===== src/priority_tx_queue_with_jitter_macros.svh =====
// Assertion helpers
`ifndef PRIORITY_TX_QUEUE_WITH_JITTER_MACROS_SVH
`define PRIORITY_TX_QUEUE_WITH_JITTER_MACROS_SVH
`define PTQ_ASSERT_IMP(lbl, clk, rst_n, a, c) \
    lbl: assert property (@(posedge clk) disable iff (!rst_n) (a) |-> (c)) \
        else $error("lbl failed");
`define PTQ_ASSERT_NXT(lbl, clk, rst_n, a, c) \
    lbl: assert property (@(posedge clk) disable iff (!rst_n) (a) |=> (c)) \
        else $error("lbl failed");
`endif


===== src/ptq_pkg.sv =====
`default_nettype none
package ptq_pkg;
    localparam int unsigned QUEUE_SLOTS_DEF = 8;
    localparam int unsigned MAX_PAYLOAD_DEF = 64;

    localparam logic [1:0] CMD_ENQ   = 2'd0;
    localparam logic [1:0] CMD_RELAY = 2'd1;
    localparam logic [1:0] CMD_ABORT = 2'd2;
    localparam logic [1:0] CMD_TICK  = 2'd3;

    localparam logic [2:0] REG_NODE_ID = 3'd0;
    localparam logic [2:0] REG_MIN_CRIT = 3'd1;
    localparam logic [2:0] REG_MAX_CRIT = 3'd2;
    localparam logic [2:0] REG_MIN_HIGH = 3'd3;
    localparam logic [2:0] REG_MAX_HIGH = 3'd4;
    localparam logic [2:0] REG_MIN_NORM = 3'd5;
    localparam logic [2:0] REG_MAX_NORM = 3'd6;

    localparam logic [1:0] CLS_RELAY = 2'd3;

    typedef enum logic [2:0] {
        ST_IDLE, ST_SCAN, ST_JIT, ST_EMIT, ST_OUT
    } t_state;

    typedef struct packed {
        logic load;
        logic scan;
        logic jit;
        logic emit;
        logic out;
    } t_cmd;

    typedef struct packed {
        logic is_tick;
        logic busy;
    } t_status;
endpackage
`default_nettype wire


===== src/ptq_ctrl.sv =====
`default_nettype none
module ptq_ctrl (
    input  wire            i_clk,
    input  wire            i_rst_n,
    input  wire            i_valid,
    output logic           o_stall,
    input  wire            i_out_stall,
    output logic           o_out_valid,
    input  ptq_pkg::t_status i_st,
    output ptq_pkg::t_cmd  o_cmd
);
    import ptq_pkg::*;
    t_state r_state, n_state;

    always_ff @(posedge i_clk) begin
        if (!i_rst_n) r_state <= ST_IDLE;
        else r_state <= n_state;
    end

    always_comb begin
        n_state = r_state;
        o_cmd = '0;
        o_stall = 1'b1;
        o_out_valid = 1'b0;
        unique case (r_state)
            ST_IDLE: begin
                o_stall = 1'b0;
                if (i_valid) begin
                    o_cmd.load = 1'b1;
                    n_state = ST_SCAN;
                end
            end
            ST_SCAN: begin
                o_cmd.scan = 1'b1;
                n_state = (i_st.is_tick && !i_st.busy) ? ST_JIT : ST_OUT;
            end
            ST_JIT: begin
                o_cmd.jit = 1'b1;
                n_state = ST_EMIT;
            end
            ST_EMIT: begin
                o_cmd.emit = 1'b1;
                n_state = ST_OUT;
            end
            ST_OUT: begin
                o_out_valid = 1'b1;
                if (!i_out_stall) begin
                    o_cmd.out = 1'b1;
                    n_state = ST_IDLE;
                end
            end
            default: n_state = ST_IDLE;
        endcase
    end
endmodule
`default_nettype wire


===== src/ptq_datapath.sv =====
`default_nettype none
`include "priority_tx_queue_with_jitter_macros.svh"
module ptq_datapath #(
    parameter int unsigned QUEUE_SLOTS = ptq_pkg::QUEUE_SLOTS_DEF,
    parameter int unsigned MAX_PAYLOAD = ptq_pkg::MAX_PAYLOAD_DEF
) (
    input  wire        i_clk,
    input  wire        i_rst_n,
    input  ptq_pkg::t_cmd i_cmd,
    output ptq_pkg::t_status o_st,
    input  wire        i_cfg_we,
    input  wire [2:0]  i_cfg_idx,
    input  wire [15:0] i_cfg_data,
    input  wire [1:0]  i_cmd_f,
    input  wire [7:0]  i_sender_id,
    input  wire [7:0]  i_relay_id_in,
    input  wire [7:0]  i_msg_seq,
    input  wire [3:0]  i_msg_type,
    input  wire [3:0]  i_ttl_in,
    input  wire [1:0]  i_priority_req,
    input  wire [31:0] i_delay_ms,
    input  wire [7:0]  i_payload_length,
    input  wire        i_channel_busy,
    input  wire [15:0] i_rand_value,
    output logic       o_op_ok,
    output logic [2:0] o_slot_index,
    output logic       o_transmit_now,
    output logic [7:0] o_tx_sender_id,
    output logic [7:0] o_tx_relay_id,
    output logic [7:0] o_tx_msg_seq,
    output logic [3:0] o_tx_type,
    output logic [3:0] o_tx_ttl,
    output logic [7:0] o_tx_payload_length,
    output logic [1:0] o_tx_priority
);
    import ptq_pkg::*;
    localparam int unsigned IW = (QUEUE_SLOTS > 1) ? $clog2(QUEUE_SLOTS) : 1;

    logic [7:0]  r_node;
    logic [15:0] r_jmin [3];
    logic [15:0] r_jmax [3];

    logic [QUEUE_SLOTS-1:0] r_valid;
    logic [7:0]  r_snd [QUEUE_SLOTS];
    logic [7:0]  r_rly [QUEUE_SLOTS];
    logic [7:0]  r_seq [QUEUE_SLOTS];
    logic [3:0]  r_typ [QUEUE_SLOTS];
    logic [3:0]  r_ttl [QUEUE_SLOTS];
    logic [1:0]  r_cls [QUEUE_SLOTS];
    logic [7:0]  r_len [QUEUE_SLOTS];
    logic [31:0] r_rdy [QUEUE_SLOTS];

    logic        r_pick_v;
    logic [IW-1:0] r_pick;
    logic [31:0] r_jstart, r_time;
    logic [15:0] r_jwait;

    logic [1:0]  r_c;
    logic [7:0]  r_s, r_r, r_q, r_l;
    logic [3:0]  r_t, r_tt;
    logic [1:0]  r_p;
    logic [31:0] r_d;
    logic        r_b;
    logic [15:0] r_rnd;

    logic        r_found;
    logic [IW-1:0] r_hit;
    logic [1:0]  r_hcls;
    logic [31:0] r_prod;
    logic [15:0] r_lo;
    logic        r_inv;

    assign o_st.is_tick = (r_c == CMD_TICK);
    assign o_st.busy = r_b;

    // scan logic
    logic          s_found;
    logic [IW-1:0] s_idx;
    logic [1:0]    s_cls;
    logic [31:0]   now;
    logic          s_ok;
    assign now = r_time + 32'd1;
    always_comb begin
        s_found = 1'b0;
        s_idx = '0;
        s_cls = CLS_RELAY;
        for (int i = 0; i < QUEUE_SLOTS; i++) begin
            priority if (r_c == CMD_TICK) begin
                if (r_valid[i] && now >= r_rdy[i] && (!s_found || r_cls[i] < s_cls)) begin
                    s_found = 1'b1;
                    s_idx = IW'(i);
                    s_cls = r_cls[i];
                end
            end else if (r_c == CMD_ABORT) begin
                if (!s_found && r_valid[i] && r_snd[i] == r_s && r_seq[i] == r_q) begin
                    s_found = 1'b1;
                    s_idx = IW'(i);
                end
            end else begin
                if (!s_found && !r_valid[i]) begin
                    s_found = 1'b1;
                    s_idx = IW'(i);
                end
            end
        end
    end

    // enqueue accepted or abort matched
    assign s_ok = (r_c == CMD_ABORT) ? s_found :
        ((r_c != CMD_TICK) && s_found && (32'(r_l) <= 32'(MAX_PAYLOAD)));

    logic [15:0] j_lo, j_hi;
    logic [1:0]  j_sel;
    assign j_sel = (r_pick_v ? 2'd0 : s_cls);
    always_comb begin
        j_lo = '0;
        j_hi = '0;
        if (j_sel != CLS_RELAY) begin
            j_lo = r_jmin[j_sel];
            j_hi = r_jmax[j_sel];
        end
    end

    logic [15:0] jw;
    always_comb begin
        if (r_hcls == CLS_RELAY) jw = '0;
        else if (r_inv) jw = r_lo;
        else jw = r_lo + r_prod[31:16];
    end

    logic [31:0] el;
    assign el = r_time - r_jstart;

    always_ff @(posedge i_clk) begin
        if (!i_rst_n) begin
            r_node <= '0;
            r_jmin[0] <= 16'd10;  r_jmax[0] <= 16'd50;
            r_jmin[1] <= 16'd50;  r_jmax[1] <= 16'd150;
            r_jmin[2] <= 16'd100; r_jmax[2] <= 16'd300;
            r_valid <= '0;
            r_pick_v <= 1'b0;
            r_pick <= '0;
            r_jstart <= '0;
            r_jwait <= '0;
            r_time <= '0;
            r_c <= CMD_ENQ;
        end else begin
            if (i_cfg_we) begin
                unique case (i_cfg_idx)
                    REG_NODE_ID:  r_node <= i_cfg_data[7:0];
                    REG_MIN_CRIT: r_jmin[0] <= i_cfg_data;
                    REG_MAX_CRIT: r_jmax[0] <= i_cfg_data;
                    REG_MIN_HIGH: r_jmin[1] <= i_cfg_data;
                    REG_MAX_HIGH: r_jmax[1] <= i_cfg_data;
                    REG_MIN_NORM: r_jmin[2] <= i_cfg_data;
                    REG_MAX_NORM: r_jmax[2] <= i_cfg_data;
                    default: ;
                endcase
            end
            if (i_cmd.load) begin
                r_c <= i_cmd_f;
                r_s <= i_sender_id; r_r <= i_relay_id_in; r_q <= i_msg_seq;
                r_t <= i_msg_type; r_tt <= i_ttl_in; r_p <= i_priority_req;
                r_d <= i_delay_ms; r_l <= i_payload_length;
                r_b <= i_channel_busy; r_rnd <= i_rand_value;
            end
            if (i_cmd.scan) begin
                o_op_ok <= s_ok;
                o_slot_index <= s_ok ? 3'(s_idx) : 3'd0;
                o_transmit_now <= 1'b0;
                o_tx_sender_id <= '0; o_tx_relay_id <= '0; o_tx_msg_seq <= '0;
                o_tx_type <= '0; o_tx_ttl <= '0; o_tx_payload_length <= '0;
                o_tx_priority <= '0;
                r_found <= s_found && !r_pick_v;
                r_hit <= s_idx;
                r_hcls <= s_cls;
                r_lo <= j_lo;
                r_inv <= j_hi < j_lo;
                r_prod <= 32'(r_rnd) * 32'(j_hi - j_lo);
                unique case (r_c)
                    CMD_TICK: begin
                        r_time <= now;
                        if (r_b) r_pick_v <= 1'b0;
                    end
                    CMD_ABORT: begin
                        if (s_ok) begin
                            r_valid[s_idx] <= 1'b0;
                            if (r_pick_v && r_pick == s_idx) r_pick_v <= 1'b0;
                        end
                    end
                    default: begin
                        if (s_ok) begin
                            r_valid[s_idx] <= 1'b1;
                            r_snd[s_idx] <= r_s;
                            r_seq[s_idx] <= r_q;
                            r_typ[s_idx] <= r_t;
                            r_len[s_idx] <= r_l;
                            r_rdy[s_idx] <= r_time + r_d;
                            if (r_c == CMD_RELAY) begin
                                r_ttl[s_idx] <= (r_tt != 4'd0) ? r_tt - 4'd1 : 4'd0;
                                r_rly[s_idx] <= r_node;
                                r_cls[s_idx] <= CLS_RELAY;
                            end else begin
                                r_ttl[s_idx] <= r_tt;
                                r_rly[s_idx] <= r_r;
                                r_cls[s_idx] <= r_p;
                            end
                        end
                    end
                endcase
            end
            if (i_cmd.jit && r_found) begin
                r_pick_v <= 1'b1;
                r_pick <= r_hit;
                r_jstart <= r_time;
                r_jwait <= jw;
            end
            if (i_cmd.emit && r_pick_v && el >= 32'(r_jwait)) begin
                r_valid[r_pick] <= 1'b0;
                r_pick_v <= 1'b0;
                o_op_ok <= 1'b1;
                o_slot_index <= 3'(r_pick);
                o_transmit_now <= 1'b1;
                o_tx_sender_id <= r_snd[r_pick];
                o_tx_relay_id <= r_rly[r_pick];
                o_tx_msg_seq <= r_seq[r_pick];
                o_tx_type <= r_typ[r_pick];
                o_tx_ttl <= r_ttl[r_pick];
                o_tx_payload_length <= r_len[r_pick];
                o_tx_priority <= r_cls[r_pick];
            end
        end
    end

    `PTQ_ASSERT_IMP(a_pick_valid_slot, i_clk, i_rst_n, r_pick_v, r_valid[r_pick])
    `PTQ_ASSERT_NXT(a_emit_frees, i_clk, i_rst_n,
        i_cmd.emit && r_pick_v && el >= 32'(r_jwait), !r_pick_v)
    `PTQ_ASSERT_IMP(a_tx_ok, i_clk, i_rst_n, o_transmit_now, o_op_ok)
endmodule
`default_nettype wire


===== src/priority_tx_queue_with_jitter.sv =====
// Priority transmit queue with per-class random jitter.
// Input channel: i_valid / o_stall with one command per transaction
// (enqueue, relay enqueue, abort, one-millisecond tick) and its fields.
// Output channel: o_valid / i_stall, one result transaction per input.
// Configuration: i_cfg_valid / o_cfg_ready, index and data; write only
// while idle. Always ready.
// Sequencing: the controller steps through register, slot scan, jitter
// draw, emit and output; the jitter draw and emit steps run only for a
// tick with a free channel. o_valid rises in the output step, and no new
// transaction is taken until the receiver has taken the result.
// The slot scan is one combinational priority search over all slots; the
// jitter scaling is one 16x16 multiply registered before its add.
// Reset (synchronous, active low) empties all slots, clears the pick and
// the millisecond counter, and restores default jitter windows.
// While the receiver stalls, the result holds and no new input is taken.
`default_nettype none
module priority_tx_queue_with_jitter #(
    parameter int unsigned QUEUE_SLOTS = ptq_pkg::QUEUE_SLOTS_DEF,
    parameter int unsigned MAX_PAYLOAD = ptq_pkg::MAX_PAYLOAD_DEF
) (
    input  wire        i_clk,
    input  wire        i_rst_n,
    input  wire        i_valid,
    output logic       o_stall,
    input  wire [1:0]  i_cmd,
    input  wire [7:0]  i_sender_id,
    input  wire [7:0]  i_relay_id_in,
    input  wire [7:0]  i_msg_seq,
    input  wire [3:0]  i_msg_type,
    input  wire [3:0]  i_ttl_in,
    input  wire [1:0]  i_priority_req,
    input  wire [31:0] i_delay_ms,
    input  wire [7:0]  i_payload_length,
    input  wire        i_channel_busy,
    input  wire [15:0] i_rand_value,
    output logic       o_valid,
    input  wire        i_stall,
    output logic       o_op_ok,
    output logic [2:0] o_slot_index,
    output logic       o_transmit_now,
    output logic [7:0] o_tx_sender_id,
    output logic [7:0] o_tx_relay_id,
    output logic [7:0] o_tx_msg_seq,
    output logic [3:0] o_tx_type,
    output logic [3:0] o_tx_ttl,
    output logic [7:0] o_tx_payload_length,
    output logic [1:0] o_tx_priority,
    input  wire        i_cfg_valid,
    output logic       o_cfg_ready,
    input  wire [2:0]  i_cfg_index,
    input  wire [15:0] i_cfg_data
);
    import ptq_pkg::*;
    t_cmd    cmd;
    t_status st;

    assign o_cfg_ready = 1'b1;

    ptq_ctrl u_ctrl (
        .i_clk, .i_rst_n, .i_valid, .o_stall,
        .i_out_stall(i_stall), .o_out_valid(o_valid),
        .i_st(st), .o_cmd(cmd)
    );

    ptq_datapath #(.QUEUE_SLOTS(QUEUE_SLOTS), .MAX_PAYLOAD(MAX_PAYLOAD)) u_dp (
        .i_clk, .i_rst_n, .i_cmd(cmd), .o_st(st),
        .i_cfg_we(i_cfg_valid), .i_cfg_idx(i_cfg_index), .i_cfg_data,
        .i_cmd_f(i_cmd), .i_sender_id, .i_relay_id_in, .i_msg_seq, .i_msg_type,
        .i_ttl_in, .i_priority_req, .i_delay_ms, .i_payload_length,
        .i_channel_busy, .i_rand_value,
        .o_op_ok, .o_slot_index, .o_transmit_now, .o_tx_sender_id,
        .o_tx_relay_id, .o_tx_msg_seq, .o_tx_type, .o_tx_ttl,
        .o_tx_payload_length, .o_tx_priority
    );
endmodule
`default_nettype wire


===== config.mk =====
export PLATFORM = sky130hd
export DESIGN_NAME = priority_tx_queue_with_jitter
export DESIGN_NICKNAME = d
export VERILOG_FILES = /design/src/ptq_pkg.sv /design/src/ptq_ctrl.sv /design/src/ptq_datapath.sv /design/src/priority_tx_queue_with_jitter.sv
export VERILOG_INCLUDE_DIRS = /design/src /design/src/src
export SDC_FILE = /design/constraint.sdc
export NUM_CORES = 2
export LEC_CHECK = 0
export BUFFER_PORTS_ARGS = -buffer_cell sky130_fd_sc_hd__buf_2
export CORE_AREA = 2 2 435 544
export CTS_CLUSTER_SIZE = 16
export DETAILED_ROUTE_END_ITERATION = 16
export DIE_AREA = 0 0 437 546
export SETUP_SLACK_MARGIN = 0.02
export SLEW_MARGIN = 20
export SYNTH_ARGS = -nofsm -noshare
export SYNTH_HDL_FRONTEND = slang
export SYNTH_SLANG_ARGS = --single-unit

===== constraint.sdc =====
create_clock -name i_clk -period 18.8 [get_ports i_clk]
set_input_delay 1.88 -clock i_clk [delete_from_list [all_inputs] [get_ports i_clk]]
set_output_delay 1.88 -clock i_clk [all_outputs]
set_load 0.01 [all_outputs]

# == Yosys cells after proc, flatten, opt, wreduce, memory -nomap -nowiden ==
# Memories as Yosys holds them, arrays and structs flattened. A register that Yosys moved wholly into a read port is not among the register bits.
# Cells that the tools add are included.
# totals
register_bits,298
latchBits,0
ramBits,688
romBits,0
out_inout_bits,50
elab_cells,425
n_memories,10
# classes
add_sub_neg,6
n_mul,1
n_div,0
n_lt_le_gt_ge,22
eq_ne,38
shifts,0
muxes,205
n_bitwise,15
n_reduce_logical,93
# mem_list
name,words,word_bits,rd,rd_clocked_by_memory_dff,write_ports,line_no,source
u_dp.r_rdy,8,32,8,0,1,ptq_datapath.sv:51,logic [31:0] r_rdy [QUEUE_SLOTS];
u_dp.r_len,8,8,1,1,1,ptq_datapath.sv:50,logic [7:0] r_len [QUEUE_SLOTS];
u_dp.r_rly,8,8,1,1,1,ptq_datapath.sv:45,logic [7:0] r_rly [QUEUE_SLOTS];
u_dp.r_seq,8,8,9,1,1,ptq_datapath.sv:46,logic [7:0] r_seq [QUEUE_SLOTS];
u_dp.r_snd,8,8,9,1,1,ptq_datapath.sv:44,logic [7:0] r_snd [QUEUE_SLOTS];
u_dp.r_jmax,3,16,1,0,3,ptq_datapath.sv:41,logic [15:0] r_jmax [3];
4 more memories,n/a,n/a,n/a,n/a,n/a,n/a,
# op_table
cell,count
greater-or-equal comparator 32 bit,8
2-to-1 mux 16 bit,10
2-to-1 mux 3 bit,52
equality test 8 bit,16
2-to-1 mux 1 bit,102
2-to-1 mux 8 bit,11
logical AND 1 bit,55
2-to-1 mux 2 bit,20
adder 32 x 1 -> 32 bit (second input constant),1
adder 32 bit,1
greater-or-equal comparator 32 x 16 -> 1 bit,1
multiplier 16 x 32 -> 32 bit,1
subtractor 32 bit,1
2-to-1 mux 4 bit,5
subtractor 16 x 16 -> 17 bit,1
adder 16 bit,1
AND 8 bit,2
zero test 1 bit,16
less-than comparator 16 bit,1
inverter 8 bit,2
case mux 8 bit (2 select lines),1
case mux 3 bit (5 select lines),1
less-than comparator 2 bit,7
equality test 3 x 2 -> 1 bit (second input constant),4
26 further kinds,60

# == Longest topological paths before layout ==
# An unclocked memory read counts as a cell.
# logic_depth
word_depth,68
ltp_mapped,80
mapped_depth_nobuf,77

# == Cells and area by module ==
# A second synthesis with hierarchy kept.
# unflattened
hier_cells,4739
area_unflattened_um2,56920.8
# by_module_without_submodules
module,n_inst,cells_per_inst,area_each_um2
ptq_datapath,1,4715,56738.2
ptq_ctrl,1,22,171.4
priority_tx_queue_with_jitter,1,2,11.3

# == Worst setup path after synthesis ==
# Ideal clock, no wire load.
# synth_path
kind,reg-to-reg
start,reg u_dp.r_time[0]
end,"reg u_dp.r_prod[31], data pin"
setup_time_ns,0.260
t_arrival_ns,16.760
setup_slack_ns,1.779
path_stages_with_launch,78
n_path_buf,3
period_less_slack_ns,17.021
cell_sequence,dfxtp_1 -> ha_1 -> nand3_1 -> nor2_1 -> and3_1 -> and3_1 -> and3_1 -> and3_1 -> and3_1 -> and3_1 -> and3_1 -> and3_1 -> and3_1 -> and3_1 -> and3_1 -> nand3_1 -> xnor2_1 -> ha_1 -> [42 not listed] -> fa_1 -> fa_1 -> fa_1 -> inv_1 -> fa_1 -> inv_1 -> ha_1 -> and3_1 -> a21oi_1 -> a31oi_1 -> a41oi_1 -> a211oi_1 -> nand4_1 -> nand3_1 -> or4_1 -> a31o_2 -> a21oi_1 -> xnor2_1
# synth_via
elab_chain_len,57
# synth_lines
element,line_no,source
from (decl),ptq_datapath.sv:55,"logic [31:0] r_jstart, r_time;"
from (signal assigned),ptq_datapath.sv:182,r_time <= now;
adder 32 x 1 -> 32 bit (*),ptq_datapath.sv:82,assign now = r_time + 32'd1;
net u_dp.now[30],ptq_datapath.sv:80,logic [31:0] now;
"parallel branches: the longest is 50 deep, another holds greater-or-equal comparator 32 bit",n/a,
2-to-1 mux 2 bit (*),ptq_datapath.sv:88,priority if (r_c == CMD_TICK) begin
2-to-1 mux 2 bit (*),ptq_datapath.sv:114,assign j_sel = (r_pick_v ? 2'd0 : s_cls);
"memory (3 x 16 bit), or another cell as far along",n/a,
2-to-1 mux 16 bit,ptq_datapath.sv:118,if (j_sel != CLS_RELAY) begin
subtractor 16 x 16 -> 17 bit (*),ptq_datapath.sv:179,r_prod <= 32'(r_rnd) * 32'(j_hi - j_lo);
multiplier 16 x 32 -> 32 bit (*),ptq_datapath.sv:179,
to (signal assigned),ptq_datapath.sv:179,
to (decl),ptq_datapath.sv:69,logic [31:0] r_prod;
# Mark *: on every way through the listed nets, which the timed path passes.
# A chain may end at the register's enable or synchronous reset.

# == Worst setup path in the final report ==
# layout_path
start,reg u_dp.r_time[0]
end,"reg u_dp.r_prod[31], data pin"
# layout_via
elab_chain_len,57
# layout_lines
element,line_no,source
adder 32 x 1 -> 32 bit (*),ptq_datapath.sv:82,
net u_dp.now[28],ptq_datapath.sv:80,
"parallel branches: the longest is 50 deep, another holds greater-or-equal comparator 32 bit",n/a,
2-to-1 mux 2 bit (*),ptq_datapath.sv:88,
2-to-1 mux 2 bit (*),ptq_datapath.sv:114,
memory (3 x 16 bit) or != test 2 bit (tied branches),n/a,
2-to-1 mux 16 bit (*),ptq_datapath.sv:118,
net u_dp.j_lo[0],ptq_datapath.sv:112,"logic [15:0] j_lo, j_hi;"
subtractor 16 x 16 -> 17 bit (*),ptq_datapath.sv:179,
multiplier 16 x 32 -> 32 bit (*),ptq_datapath.sv:179,
# Marks and branches as above.

==> impl_summary.txt <==
----------------------------------------------------
[Status]
  Status ... complete, no violations

[Clock network]
  Clock-pin slew reported for the worst setup and hold paths after clock tree synthesis ... 0.06 ns
  Number of levels the H-tree was split into ... 3
  Longest Clk Path Bufs ... 3
  Skew-Pair Late Insertion Delay ... 0.77 ns
  Count of clock tree sinks ... about 970
  CTS tree ... built
  Clock root cell ... clkbuf_16
  Count of hold buffers inserted by post-cts repair ... 0
  Total clock buffers created by CTS ... 104

[Placed design]
  Post-detailed-placement half-perimeter wirelength ... 115.2 mm
  Quantity of I/O buffers inserted on ports ... 165
  Placed Instances ... 8020
  Gpl congestion ... 0.9018
  Cell Area, Placed ... 63030 um^2
  Post-Place Worst Slack ... -0.2461 ns

[Finish]
  Cell Count, Final, Fillers Out ... 8245
  Area of all placed cells without fillers ... between 60000 and 70000 um^2
  Most common cell after layout, fill and taps aside ... edfxtp_1
  Total number of nets in the final design ... approximately 5900
  Layout Utilization ... 0.2865
  Commonest cells after routing, fill and taps aside ... 865 x edfxtp_1, 677 x inv_1, 427 x ha_1
  Share of final-layout standard cells stronger than drive strength 1 ... 0.1340
  Area Overhead vs Synth ... 15.45%

[Route]
  Via density per instance ... about 4.5
  Drc violations ... 0
  First-iteration detailed-routing DRC count ... 2400
  Residual antenna-violating net count after detailed routing ... 0
  Via Count ... between 30000 and 40000
  Final Routed Wirelength ... 157.5 mm
  TritonRoute pass-1 iters ... 7
  Routed wire length per instance ... between 15 and 20 um

[Pwr]
  Max IR drop VDD ... 81.33 uV
  Internal power ... 3690 uW
  Power share of the clock group ... 0.452
  Power consumption ... around 4800 uW
  Share of power burned in registers ... 0.508
  Proportion of total power due to net switching ... 0.2263
  Leakage component of the power ... 0.02706 uW
  Switching Power ... 1079 uW
  Power per standard cell area ... 71.12 nW/um^2
  Fraction of power consumed by combinational cells ... 0.040

[Worst hold path]
  Worst min-delay path class ... flip-flop to flip-flop

[Timing]
  Achievable clock frequency ... 56.40 MHz
  Final critical-path required period ... around 18 ns
  Setup Viol. Count Final ... 0
  Final cycle utilization of the critical path ... 0.9432
  Setup repair after global routing missed its margin ... false
  Max-slew violations ... 0
  Post-route setup slack ... about 1.1 ns
  Final count of hold timing violations ... 0
  Clock skew after layout ... 0.08352 ns
  Actual slew at the worst max-slew pin ... between 1 and 1.5 ns
  Headroom to the max-slew limit ... 0.2253

[Synthesis]
  Net count after synthesis ... approximately 5600
  Number of synthesized flops with an enable pin ... 865
  Top_reg_cell synth ... edfxtp_1
  Distinct cell type count after synthesis ... 115
  Flops & latches, synth ... 973
  Share of Yosys cell area claimed by the top area cell type ... 0.4472
  Leading cell types by total area after synthesis ... edfxtp_1 45%, fa_1 9.4%, ha_1 9.2%
  Post-synthesis average cell area ... 12.11 um^2
  Total of warnings raised by yosys ... 0
  Post-synth top area cell ... edfxtp_1
  Post-Syn Instances ... about 4800
  Portion of the post-synthesis area used by sequential elements ... 0.4844
  Mapped Area ... 58080 um^2
  Synth async-reset ratio ... 0

[Floorplan]
  Total die area ... 238600 um^2
  Top Ports ... 167
  Initial cell density of the core ... 0.2482
  Floorplan row count ... slightly below 200
  Vertical die dimension ... approximately 550 um
  Core Region ... 234000 um^2
  Die extent in x ... 437 um

[Setup path]
  Critical Path AT ... 18.16 ns
  Setup crit end kind ... flip-flop
  Worst setup SP type ... flip-flop
  Worst path most repeated cell ... and3_1
  Maximum single-stage delay on the critical path ... 0.55 ns
  Required time at the endpoint of the critical path ... ~19 ns
  Slowest CP cell ... fa_1
  Worst setup path class ... flip-flop to flip-flop
  Biggest fanout along the worst timing path ... 17

[Global routing]
  Antenna violations before repair ... 27
  Maximum number of pins on one net before global-route repair ... around 100
  Combined global-route utilization of all metal layers ... 0.1291
  Via count of the first global-routing pass ... 38840
  First-pass GRT wire length ... 236.8 mm
  GRT Residual Overflow ... 0

[Flow run]
  Maxcap violations ... 0

----------------------------------------------------
## critical path, delay by kind of cell, from the launching register on
kind            cells  cell delay [ns]
compound gates     31             5.51
buf+inv             9             1.03
simple gates       25             5.62
xor+xnor            2             0.49
flops               1             0.35
fa+ha+maj          12             4.37
## power by group through the flow
stage	Clock (uW)	Combinational (uW)	Sequential, uW
2_1_floorplan	0	123	2450
3_3_place_gp	0	190	2470
3_5_place_dp	0	194	2470
4_1_cts	2210	195	2420
5_1_grt	2290	213	2420
6_report	2160	190	2420
## through the flow
| step | hold WS [ns] | TNS (ns) |
|---|---|---|
| after global placement | 0.4512 | 0 |
| after floorplan | 0.4393 | 0 |
| after detailed placement | 0.4597 | -0.3548 |
| final | 0.4638 | 0 |
| after CTS | 0.4676 | 0 |
| after global routing | 0.4889 | 0 |
## cell type report
type / count / area [um^2]
multi-input combinational: 2999 / 27140
inverter: 680 / 2556
timing repair buffer: 276 / 1685
antenna: 5 / 12.51
clock inverter: 73 / 868.3
fill: 23960 / 167000
clock buffer: 124 / 2749
tap: 3115 / 3897
sequential: 973 / 28150
## per-layer routing
metal / up-vias / track usage / share of wire
met4: 24 / 0.04288 / 0.032
met5: - / 0 / 0.0010
met1: 18820 / 0.1568 / 0.41
met3: 243 / 0.01928 / 0.047
li1: 17330 / - / -
met2: 865 / 0.2315 / 0.51
## state kept, by name (all words and copies together), names as in the netlist, 16 cells and up, named ones only
register	cells
u_dp.r_rdy	256
u_dp.r_len	64
u_dp.r_rly	64
u_dp.r_seq	64
u_dp.r_snd	64
u_dp.r_jmax	48
u_dp.r_jmin	48
u_dp.r_d	32
u_dp.r_jstart	32
u_dp.r_time	32
u_dp.r_ttl	32
u_dp.r_typ	32
u_dp.r_cls	16
u_dp.r_jwait	16
u_dp.r_lo	16
u_dp.r_prod	16
u_dp.r_rnd	16
## synth_stat cells (all sizes together), types with 98 or more instances
library cell / number
edfxtp: 865
inv: 680
ha: 429
nand2: 365
fa: 273
and2: 211
nor2: 175
xor2: 150
a21oi: 138
o21ai: 138
xnor2: 117
clkbuf: 113
dfxtp: 108
a21o: 98
## cell families after synthesis
logic type	Yosys count	synth area share
fa+ha+maj	703	0.1867
simple gates	1168	0.1031
compound gates	717	0.08772
mux	141	0.04272
other cells	1	0.00006457
xor+xnor	267	0.04026
flops	973	0.4844
buf+inv	825	0.05495
## repair_timing
action / 4_1_cts / 5_1_grt
resized for setup: 3 / 49
buffers inserted: 2 / 19
cloned: 1 / 1
endpoints found under the setup margin: 2 / 15
pin swaps: 1 / 16
## worst paths after layout
check	from	to	slack [ns]	cells after the start
worst max-delay path	u_dp.r_time[0]	u_dp.r_prod[31]	1.07	79
worst min-delay path	u_dp.r_jstart[10]	u_dp.r_jstart[10]	0.46	2
worst max register to register	u_dp.r_time[0]	u_dp.r_prod[31]	1.07	79
worst min register to register	u_dp.r_jstart[10]	u_dp.r_jstart[10]	0.46	2
Note: power is estimated with default switching activity, not from simulation.
